## src/rtl/yenc_pkg.sv

```systemverilog
// Package: beat types, character codes, status codes and register indexes for the yEnc decoder.
`timescale 1ns / 1ps
`default_nettype none
package yenc_pkg;

  // Configuration port
  localparam int CFG_DATA_W = 24;
  localparam int CFG_IDX_W  = 1;
  localparam logic [CFG_IDX_W-1:0] REG_LINE_LEN = 1'b0;
  localparam logic [CFG_IDX_W-1:0] REG_SIZE     = 1'b1;

  localparam int LINE_W = 16;
  localparam logic [LINE_W-1:0] LINE_LEN_RESET = 16'd128;
  localparam logic [LINE_W-1:0] LINE_MAX       = 16'hFFFF;

  // Character codes
  localparam logic [7:0] CH_EQ = 8'h3D;
  localparam logic [7:0] CH_Y  = 8'h79;
  localparam logic [7:0] CH_CR = 8'h0D;
  localparam logic [7:0] CH_LF = 8'h0A;

  // Decode offsets
  localparam logic [7:0] OFS_PLAIN = 8'd42;
  localparam logic [7:0] OFS_ESC   = 8'd106;

  // Status codes
  localparam logic [2:0] ST_RUN      = 3'd0;
  localparam logic [2:0] ST_OK       = 3'd1;
  localparam logic [2:0] ST_BADLINE  = 3'd2;
  localparam logic [2:0] ST_OVERFLOW = 3'd3;
  localparam logic [2:0] ST_NOEND    = 3'd4;
  localparam logic [2:0] ST_MISMATCH = 3'd5;

  // Queue between front and back
  localparam int QDEPTH = 4;
  localparam int QPTR_W = 2;

  typedef struct packed {
    logic [7:0] in_byte;
    logic       restart;
    logic       source_last;
  } in_beat_t;

  typedef struct packed {
    logic [7:0] out_byte;
    logic       out_valid;
    logic [2:0] status;
  } out_beat_t;

  // Classified beat, as queued for the back end
  typedef struct packed {
    logic [7:0] plain_val;
    logic [7:0] esc_val;
    logic       is_eq;
    logic       is_y;
    logic       is_cr;
    logic       is_lf;
    logic       restart;
    logic       last;
  } cls_t;

endpackage
`default_nettype wire

```

## src/rtl/yenc_classify.sv

```systemverilog
// Front end: classifies a raw body byte and precomputes both decoded values.
`timescale 1ns / 1ps
`default_nettype none
module yenc_classify (
  input  yenc_pkg::in_beat_t beat_i,
  output yenc_pkg::cls_t     cls_o
);

  always_comb begin
    cls_o.plain_val = beat_i.in_byte - yenc_pkg::OFS_PLAIN;
    cls_o.esc_val   = beat_i.in_byte - yenc_pkg::OFS_ESC;
    cls_o.is_eq     = (beat_i.in_byte == yenc_pkg::CH_EQ);
    cls_o.is_y      = (beat_i.in_byte == yenc_pkg::CH_Y);
    cls_o.is_cr     = (beat_i.in_byte == yenc_pkg::CH_CR);
    cls_o.is_lf     = (beat_i.in_byte == yenc_pkg::CH_LF);
    cls_o.restart   = beat_i.restart;
    cls_o.last      = beat_i.source_last;
  end

endmodule
`default_nettype wire

```

## src/rtl/yenc_fifo.sv

```systemverilog
// Short queue of classified beats between front and back end.
`timescale 1ns / 1ps
`default_nettype none
module yenc_fifo (
  input  wire logic         clk,
  input  wire logic         rst_n,
  input  wire logic         push_i,
  input  yenc_pkg::cls_t    din_i,
  output logic              full_o,
  input  wire logic         pop_i,
  output yenc_pkg::cls_t    dout_o,
  output logic              empty_o
);

  yenc_pkg::cls_t mem_r [yenc_pkg::QDEPTH];

  logic [yenc_pkg::QPTR_W-1:0] wr_ptr_r, wr_ptr_nxt;
  logic [yenc_pkg::QPTR_W-1:0] rd_ptr_r, rd_ptr_nxt;
  logic [yenc_pkg::QPTR_W:0]   cnt_r, cnt_nxt;

  assign full_o  = (cnt_r == (yenc_pkg::QPTR_W+1)'(yenc_pkg::QDEPTH));
  assign empty_o = (cnt_r == '0);
  assign dout_o  = mem_r[rd_ptr_r];

  // Pointer and fill count
  always_comb begin
    wr_ptr_nxt = push_i ? wr_ptr_r + 1'b1 : wr_ptr_r;
    rd_ptr_nxt = pop_i  ? rd_ptr_r + 1'b1 : rd_ptr_r;
    cnt_nxt    = cnt_r;
    if (push_i && !pop_i) begin
      cnt_nxt = cnt_r + 1'b1;
    end else if (pop_i && !push_i) begin
      cnt_nxt = cnt_r - 1'b1;
    end
  end

  always_ff @(posedge clk) begin
    if (!rst_n) begin
      wr_ptr_r <= '0;
      rd_ptr_r <= '0;
      cnt_r    <= '0;
    end else begin
      wr_ptr_r <= wr_ptr_nxt;
      rd_ptr_r <= rd_ptr_nxt;
      cnt_r    <= cnt_nxt;
    end
  end

  // Storage, no reset
  always_ff @(posedge clk) begin
    if (push_i) begin
      mem_r[wr_ptr_r] <= din_i;
    end
  end

endmodule
`default_nettype wire

```

## src/rtl/yenc_exec.sv

```systemverilog
// Back end: decoder state, escape and line tracking, size checks, output register.
`timescale 1ns / 1ps
`default_nettype none
module yenc_exec #(
  parameter int SIZE_BITS = 24
) (
  input  wire logic                       clk,
  input  wire logic                       rst_n,
  input  yenc_pkg::cls_t                  cls_i,
  input  wire logic                       empty_i,
  output logic                            pop_o,
  input  wire logic [yenc_pkg::LINE_W-1:0] line_len_i,
  input  wire logic [SIZE_BITS-1:0]       exp_size_i,
  output logic                            out_valid,
  input  wire logic                       out_ready,
  output yenc_pkg::out_beat_t             out_data
);

  logic [SIZE_BITS-1:0]        cnt_r, cnt_nxt;
  logic [yenc_pkg::LINE_W-1:0] line_r, line_nxt;
  logic                        ls_r, ls_nxt;
  logic                        esc_r, esc_nxt;
  logic                        esc_ls_r, esc_ls_nxt;
  logic                        fin_r, fin_nxt;
  logic [2:0]                  fst_r, fst_nxt;
  logic                        ovld_r;
  yenc_pkg::out_beat_t         odata_r, odata_nxt;

  logic       store;
  logic [7:0] store_val;

  // Take the next queued beat when the output slot is free or draining
  assign pop_o     = !empty_i && (!ovld_r || out_ready);
  assign out_valid = ovld_r;
  assign out_data  = odata_r;

  // Per-beat decode step
  always_comb begin
    cnt_nxt    = cnt_r;
    line_nxt   = line_r;
    ls_nxt     = ls_r;
    esc_nxt    = esc_r;
    esc_ls_nxt = esc_ls_r;
    fin_nxt    = fin_r;
    fst_nxt    = fst_r;
    store      = 1'b0;
    store_val  = cls_i.plain_val;
    odata_nxt  = '0;

    if (cls_i.restart) begin
      cnt_nxt    = '0;
      line_nxt   = '0;
      ls_nxt     = 1'b1;
      esc_nxt    = 1'b0;
      esc_ls_nxt = 1'b0;
      fin_nxt    = 1'b0;
      fst_nxt    = yenc_pkg::ST_RUN;
    end

    if (!fin_nxt) begin
      if (esc_nxt) begin
        esc_nxt = 1'b0;
        if (esc_ls_nxt && cls_i.is_y) begin
          fin_nxt = 1'b1;
          fst_nxt = (cnt_nxt == exp_size_i) ? yenc_pkg::ST_OK : yenc_pkg::ST_MISMATCH;
        end else begin
          store     = 1'b1;
          store_val = cls_i.esc_val;
        end
      end else if (cls_i.is_cr) begin
        if ((line_nxt != line_len_i) && (cnt_nxt != exp_size_i)) begin
          fin_nxt = 1'b1;
          fst_nxt = yenc_pkg::ST_BADLINE;
        end
      end else if (cls_i.is_lf) begin
        ls_nxt   = 1'b1;
        line_nxt = '0;
      end else if (cls_i.is_eq) begin
        esc_nxt    = 1'b1;
        esc_ls_nxt = ls_nxt;
      end else begin
        store = 1'b1;
      end

      // Data byte: room check, then count it
      if (store) begin
        if (cnt_nxt >= exp_size_i) begin
          fin_nxt = 1'b1;
          fst_nxt = yenc_pkg::ST_OVERFLOW;
        end else begin
          cnt_nxt = cnt_nxt + SIZE_BITS'(1);
          if (line_nxt != yenc_pkg::LINE_MAX) begin
            line_nxt = line_nxt + 1'b1;
          end
          ls_nxt              = 1'b0;
          odata_nxt.out_valid = 1'b1;
          odata_nxt.out_byte  = store_val;
        end
      end

      if (!fin_nxt && cls_i.last) begin
        fin_nxt = 1'b1;
        fst_nxt = yenc_pkg::ST_NOEND;
      end
    end

    odata_nxt.status = fst_nxt;
  end

  // Control state
  always_ff @(posedge clk) begin
    if (!rst_n) begin
      cnt_r    <= '0;
      line_r   <= '0;
      ls_r     <= 1'b1;
      esc_r    <= 1'b0;
      esc_ls_r <= 1'b0;
      fin_r    <= 1'b0;
      fst_r    <= yenc_pkg::ST_RUN;
      ovld_r   <= 1'b0;
    end else begin
      if (pop_o) begin
        cnt_r    <= cnt_nxt;
        line_r   <= line_nxt;
        ls_r     <= ls_nxt;
        esc_r    <= esc_nxt;
        esc_ls_r <= esc_ls_nxt;
        fin_r    <= fin_nxt;
        fst_r    <= fst_nxt;
        ovld_r   <= 1'b1;
      end else if (out_ready) begin
        ovld_r   <= 1'b0;
      end
    end
  end

  // Output payload
  always_ff @(posedge clk) begin
    if (pop_o) begin
      odata_r <= odata_nxt;
    end
  end

endmodule
`default_nettype wire

```

## src/rtl/yenc_body_decoder.sv

```systemverilog
// Top level of the yEnc body decoder: config registers, front end, queue, back end.
//
//  channel | direction | handshake           | payload
//  --------+-----------+---------------------+-------------------------------------
//  in_     | input     | in_valid / in_ready | in_data  (in_byte, restart, source_last)
//  out_    | output    | out_valid/out_ready | out_data (out_byte, out_valid, status)
//  cfg_    | input     | cfg_we              | cfg_idx, cfg_wdata
//
// One beat in per cycle and one beat out per cycle when the sink keeps up.
// A beat is first written into the queue, then the decode step writes it into the output register.
// The rate is set by the combinational decode step in the back end.
// The 4-entry queue absorbs stalls; in_ready drops only when it is full.
// Synchronous active-low reset clears all decoder state; config resets to 128 / 0.
`timescale 1ns / 1ps
`default_nettype none
module yenc_body_decoder #(
  parameter int SIZE_BITS = 24
) (
  input  wire logic                            clk,
  input  wire logic                            rst_n,
  input  wire logic                            in_valid,
  output logic                                 in_ready,
  input  yenc_pkg::in_beat_t                   in_data,
  output logic                                 out_valid,
  input  wire logic                            out_ready,
  output yenc_pkg::out_beat_t                  out_data,
  input  wire logic                            cfg_we,
  input  wire logic [yenc_pkg::CFG_IDX_W-1:0]  cfg_idx,
  input  wire logic [yenc_pkg::CFG_DATA_W-1:0] cfg_wdata
);

  logic [yenc_pkg::LINE_W-1:0] line_len_r;
  logic [SIZE_BITS-1:0]        exp_size_r;
  logic [31:0]                 cfg_wide;

  yenc_pkg::cls_t cls_in, cls_out;
  logic           q_full, q_empty, q_pop, q_push;

  // Config registers; size is zero-extended then cut to SIZE_BITS
  assign cfg_wide = 32'(cfg_wdata);

  always_ff @(posedge clk) begin
    if (!rst_n) begin
      line_len_r <= yenc_pkg::LINE_LEN_RESET;
      exp_size_r <= '0;
    end else if (cfg_we) begin
      case (cfg_idx)
        yenc_pkg::REG_LINE_LEN: line_len_r <= cfg_wdata[yenc_pkg::LINE_W-1:0];
        yenc_pkg::REG_SIZE:     exp_size_r <= cfg_wide[SIZE_BITS-1:0];
        default: ;
      endcase
    end
  end

  assign in_ready = !q_full;
  assign q_push   = in_valid && !q_full;

  yenc_classify u_classify (
    .beat_i (in_data),
    .cls_o  (cls_in)
  );

  yenc_fifo u_fifo (
    .clk     (clk),
    .rst_n   (rst_n),
    .push_i  (q_push),
    .din_i   (cls_in),
    .full_o  (q_full),
    .pop_i   (q_pop),
    .dout_o  (cls_out),
    .empty_o (q_empty)
  );

  yenc_exec #(
    .SIZE_BITS (SIZE_BITS)
  ) u_exec (
    .clk        (clk),
    .rst_n      (rst_n),
    .cls_i      (cls_out),
    .empty_i    (q_empty),
    .pop_o      (q_pop),
    .line_len_i (line_len_r),
    .exp_size_i (exp_size_r),
    .out_valid  (out_valid),
    .out_ready  (out_ready),
    .out_data   (out_data)
  );

endmodule
`default_nettype wire

```

## config.mk

```make
export PLATFORM = sky130hd
export DESIGN_NAME = yenc_body_decoder
export DESIGN_NICKNAME = d
export VERILOG_FILES = /design/src/rtl/yenc_pkg.sv /design/src/rtl/yenc_classify.sv /design/src/rtl/yenc_fifo.sv /design/src/rtl/yenc_exec.sv /design/src/rtl/yenc_body_decoder.sv
export SDC_FILE = /design/constraint.sdc
export NUM_CORES = 1
export LEC_CHECK = 0
export BUFFER_PORTS_ARGS = -buffer_cell sky130_fd_sc_hd__buf_2
export CAP_MARGIN = 10
export CORE_MARGIN = 8
export CORE_UTILIZATION = 55
export CTS_CLUSTER_DIAMETER = 40
export DETAILED_ROUTE_END_ITERATION = 6
export PLACE_DENSITY = 0.78
export SLEW_MARGIN = 20
export SYNTH_ARGS = -nofsm -noshare
export SYNTH_HDL_FRONTEND = slang
export SYNTH_SLANG_ARGS = --single-unit
export TNS_END_PERCENT = 5
```

## constraint.sdc

```tcl
create_clock -name clk -period 9.3 [get_ports clk]
set_input_delay 0.465 -clock clk [delete_from_list [all_inputs] [get_ports clk]]
set_output_delay 0.465 -clock clk [all_outputs]
set_load 0.005 [all_outputs]
```

=== Word-level counts from Yosys, hierarchy flattened ===
Memory sizes are Yosys's and may differ from the RTL's. A register that Yosys moved wholly into a read port is not among the register bits.
Cells that the tools add are included.

* Memories kept: 1
* Flip-flop bits (word level): 107
* Logic and storage cells: 127
* Bits in writable memories: 88
* Input port bits: 40
* Output and inout bits: 14

* Reduce and logical (&&, ||, !) cells: 21
* Bitwise logic cells: 2
* Magnitude comparators: 1
* $add $sub $neg: 8
* Mux-type cells: 69
* Equal/unequal tests: 9

{| class="wikitable"
|+ Memories
! name !! words !! bits a word !! rd ports !! clocked after memory_dff !! wr ports !! RTL line !! RTL
|-
| u_fifo.mem_r || 4 || 22 || 1 || 1 || 1 || yenc_fifo.sv:15 || <nowiki>yenc_pkg::cls_t mem_r [yenc_pkg::QDEPTH];</nowiki>
|}

{| class="wikitable"
|+ Operators by type and width
! cell !! count
|-
| 2-to-1 mux 16 bit || 9
|-
| 2-to-1 mux 24 bit || 4
|-
| 2-to-1 mux 1 bit || 40
|-
| 2-to-1 mux 3 bit || 12
|-
| adder 24 x 1 -> 24 bit (second input constant) || 1
|-
| == test 24 bit || 1
|-
| greater-or-equal comparator 24 bit || 1
|-
| inequality test 24 bit || 1
|-
| adder 16 x 1 -> 16 bit (second input constant) || 1
|-
| == test 8 x 4 -> 1 bit (second input constant) || 2
|-
| 2-to-1 mux 8 bit || 2
|-
| inequality test 16 bit || 1
|-
| inequality test 16 bit (second input constant) || 1
|-
| == test 8 x 6 -> 1 bit (second input constant) || 1
|-
| == test 8 x 7 -> 1 bit (second input constant) || 1
|-
| subtractor 8 x 6 -> 8 bit (second input constant) || 1
|-
| subtractor 8 x 7 -> 8 bit (second input constant) || 1
|-
| logical AND 1 bit || 7
|-
| logical NOT 1 bit || 6
|-
| adder 2 x 1 -> 2 bit (second input constant) || 2
|-
| 2-to-1 mux 2 bit || 2
|-
| AND reduction 2 bit || 2
|-
| nonzero test 2 bit || 2
|-
| adder 3 x 1 -> 3 bit (second input constant) || 1
|-
| 7 further kinds || 8
|}

=== Longest topological paths before layout ===
* Word-level depth: 13
* Depth in mapped cells: 17
* Depth with buffers taken out: 12

=== Modules after synthesis ===
From an unflattened synthesis, not the netlist that was laid out.

* Cells, all modules: 932
* Area total of the unflattened synthesis: 9831.9 um^2

{| class="wikitable"
|+ Modules (own cells, without submodules)
! module !! sequential area each (um^2) !! times used !! area an instance (um^2) !! cells an instance
|-
| yenc_exec || 1321.3 || 1 || 4384.2 || 575
|-
| yenc_fifo || 2822.7 || 1 || 3623.5 || 157
|-
| yenc_body_decoder || 800.8 || 1 || 1549.0 || 163
|-
| yenc_classify || 0.0 || 1 || 275.3 || 37
|}

=== Worst setup path before layout ===
Ideal clock, no wire load.

* Kind: flip-flop to flip-flop
* From: register (tool-made name)
* To: register u_exec.line_r[11] (netlist name)
* Period minus slack after synthesis: 4564 ps
* Arrival: 4489 ps
* Stages on the path, launching flop included: 18
* Setup slack: 4736 ps
* Path through: dfxtp_1 > clkbuf_1 > mux2i_1 > mux2_2 > clkbuf_1 > clkbuf_1 > clkbuf_1 > clkbuf_1 > and2_1 > ha_1 > and3_1 > a221o_1 > a221o_1 > a41o_2 > or3_1 > clkbuf_2 > or4_1 > a31oi_1

{| class="wikitable"
|+ RTL lines
! what !! RTL line !! RTL
|-
| end signal: assignment || yenc_exec.sv:124 || <nowiki>line_r <= line_nxt;</nowiki>
|-
| end: declaration || yenc_exec.sv:20 || <nowiki>logic [yenc_pkg::LINE_W-1:0] line_r, line_nxt;</nowiki>
|}

==> results.yml <==
status:
  outcome: "finished clean"
timing:
  relSlewSlack_pct: 25.73
  final-setup-viol-count: 0
  period_minus_slack_ns: 4.726
  finalCritPeriodShare_pct: 50.81
  clock.fmax_mhz: 211.6
  maxSlewViolCount: 0
  max_slew.worst_pin.slew_ns: 1.112
  grt_setup_unrepaired: "no"
  finalClockSkew_ns: 0.009866
  tns_ns: 0
  hold_viol_final: 0
drt:
  firstDrtPassIters: 5
  wl_per_cell_microns: 16.76
  drc: 0
  drt_wl_total_microns: 19760
  vias: 6943
  drt_iter0_markers: 491
  via_per_inst: 5.889
  ant_nets: 0
final_layout:
  antennaDiodeCount: 0
  layout-drive-gt1-share_pct: 12.15
  nFillCells: 1303
  final_core_util_pct: 61.85
  area_growth_pct: 10.93
  final_area_sq_um: 9754
  nets: 1022
placed_design:
  portBuffers: 53
  hpwl_microns: 13460
  gp_congestion: 0.8646
  place_area_sq_um: 9145
global_routing:
  grt_max_degree: 63
  overflow: 0
  grt_pass1_wl_microns: 31970
  track_usage_pct: 19.95
  grt.busiest_layer: "met2"
  use_met3_pct: 4.327
  grt_pass1_vias: 6517
  antenna_found_initial: 0
  met1_usage_pct: 25.01
  met2_usage_pct: 32.79
floorplan:
  core_sq_um: 15770
  die_area_sq_um: 20290
  die_w_microns: 142.4
  rows: 46
  ios: 54
  initial_core_util_pct: 55.76
  die_h_microns: 142.4
clocking:
  cts_root_buf: "clkbuf_16"
  cts_setup_buffers: 0
  post_cts_resized: 0
  htreeDepth: 4
  cts_hold_buffers: 0
  cts.reportedPaths.clkPinSlew_ns: 0.07
  cts_sinks: 173
  cts_buffers: 17
  cts_tree: "done"
  insertion_delay_ns: 0.44
  clockBufferDepth: 2
critical_path:
  crit_slowest_cell: "dfxtp_1"
  cp.required_ns: 9.65
  rrSetupSlack_ns: 4.57
  cp_common_cell: "a221o_1"
  end_kind: "register"
  cp.arrival_ns: 5.08
  cp_cell_sequence: "mux2i_1 -> mux2_2 -> and2_1 -> ha_1 -> and3_1 -> a221o_1 -> a221o_1 -> a41o_2 -> or3_1 -> or4_1 -> a31oi_1"
  worstSetupPathType: "register to register"
  startpoint_type: "register"
  max_stage_delay_ns: 0.87
  crit_fanout: 39
  reg2reg_depth: 11
  rr_endpoint: "u_exec.line_r[11]$_SDFFE_PN0P_"
power_and_ir_drop:
  leakage_nw: 3.648
  power.density_nw_per_um2: 235.2
  p_seq_share_pct: 42.1
  pwr-share-clk_pct: 31.7
  p_switching_mw: 0.7970
  combPwrFrac_pct: 26.2
  p_int_mw: 1.498
  swShare_pct: 34.73
  ir_drop_uv: 148.3
yosys:
  synth_cell_types: 67
  synthesis.nets: 1003
  synth.avg_cell_area_sq_um: 9.445
  ys_warn_count: 0
  synth_top_flop_cell: "dfxtp_1"
  ys_seq_elements: 173
  ys_seq_area_share_pct: 48.04
  synth_edf_count: 76
  synth-async-reset-ratio_pct: 0
  netlist_area_sq_um: 8793
  postSynthCellCount: 931
worst_hold_path:
  hold_path_depth: 1
  min_path_type: "primary input to register"
  hold_start: "in_data[0]"
  hold_end: "u_fifo.mem_r[2][0]$_DFFE_PP_"
flow_run:
  maxCapViolCount: 0
-- power by group through the flow --
stage,clock network (mW),registers (mW),logic (mW)
finish,0.728,0.966,0.601
global route,0.766,0.977,0.661
CTS,0.736,0.966,0.596
detailed placement,0,0.981,0.592
global placement,0,0.980,0.583
floorplan,0,0.955,0.441
-- cells by family (layout without fill, tap and decap cells) --
group	after synthesis	in the layout	synth area share [%]
and+or+nand+nor	406	406	22.64
DFF	173	173	48.04
AOI/OAI and AO/OA	155	155	11.11
buffers and inverters	106	138	4.653
muxes	40	40	7.029
adders and majority gates	32	32	4.639
xor gates and xnor gates	19	19	1.892
-- layer usage --
layer  vias up  share of wire, %
met3        34               5.5
li1       3383                 -
met4         0               2.5
met1      3306                44
met5         -                 0
met2       220                48
-- through the flow --
stage               power (mW)  hold slack, ns  setup slack [ns]  cells
global placement         1.563          0.4437             4.725   1147
floorplan                1.396          0.4363             4.736    931
finish                   2.295          0.2350             4.574   1179
CTS                      2.297          0.2236             4.605   1179
detailed placement       1.573          0.4481             4.662   1147
global route             2.404          0.2266             4.358   1179
-- worst max-delay path, delay by kind of cell, from the launching register on --
kind	cells	cell delay [ns]
fa+ha+maj	1	0.24
mux	2	0.90
flops	1	0.87
compound gates	4	1.18
simple gates	4	1.45
-- layout make-up --
cell class	count	area (sq um)	area share, %
multi-input cells	652	4160	42.65
clock buffers	17	425.4	4.361
clock inverters	15	183.9	1.886
repair buffers	60	317.8	3.258
flip-flops and latches	173	4224	43.30
well taps	216	270.3	2.771
inverters	46	172.7	1.770
-- how the worst max path moves through the flow --
stage	end	slack, ns	from
global placement	u_exec.line_r[11]$_SDFFE_PN0P_	4.73	register
finish	u_exec.line_r[11]$_SDFFE_PN0P_	4.57	register
detailed placement	u_exec.line_r[11]$_SDFFE_PN0P_	4.66	register
CTS	u_exec.line_r[11]$_SDFFE_PN0P_	4.61	register
floorplan	u_exec.line_r[11]$_SDFFE_PN0P_	4.74	register
global route	u_exec.cnt_r[2]$_SDFFE_PN0P_	4.36	register
-- flip-flops by register name, indices dropped and copies added (netlist names), named ones only --
signal	cells
u_fifo.mem_r	64
exp_size_r	24
u_exec.cnt_r	24
line_len_r	16
u_exec.line_r	16
u_exec.out_data	12
u_exec.fst_r	3
u_fifo.cnt_r	3
u_fifo.rd_ptr_r	2
u_fifo.wr_ptr_r	2
u_exec.esc_ls_r	1
u_exec.esc_r	1
u_exec.fin_r	1
u_exec.ls_r	1
u_exec.out_valid	1
-- Yosys cell counts, types with 3 or more instances --
cell type	instances	area share, %
and3_1	27	1.9
mux4_1	4	1.2
nand3_1	49	2.8
nor2_1	48	2.0
and4_1	9	0.90
and2_1	29	2.1
nor2b_1	3	0.21
nand2b_1	4	0.28
ha_1	31	4.4
or4_1	4	0.34
nor4b_1	3	0.30
o22ai_1	3	0.21
o32a_1	3	0.34
dfxtp_1	97	22
a21o_1	9	0.77
xor2_1	8	0.80
nor4_1	4	0.28
nor3b_1	3	0.26
a31oi_1	15	1.1
xnor2_1	11	1.1
mux4_2	12	3.1
nand2_1	166	7.1
buf_1	6	0.26
o21ai_0	19	1.1
a21oi_1	71	4.0
clkbuf_1	50	2.1
o311ai_0	5	0.50
or2_2	4	0.28
inv_1	45	1.9
nand4_1	20	1.4
edfxtp_1	76	26
nor4bb_1	5	0.57
o211ai_1	5	0.43
mux2i_1	22	2.5
nor3_1	20	1.1
-- cell usage in the layout (no fill, tap or decap), types with 12 or more instances in the layout --
master,instances
and3_1,27
and2_1,29
nor2_1,48
a21oi_1,71
ha_1,31
mux2i_1,22
dfxtp_1,97
nand4_1,20
edfxtp_1,76
buf_2,53
mux4_2,12
nand2_1,166
o21ai_0,19
a31oi_1,15
nor3_1,20
inv_1,45
clkbuf_16,17
nand3_1,49
(Power assumes the default switching activity.)
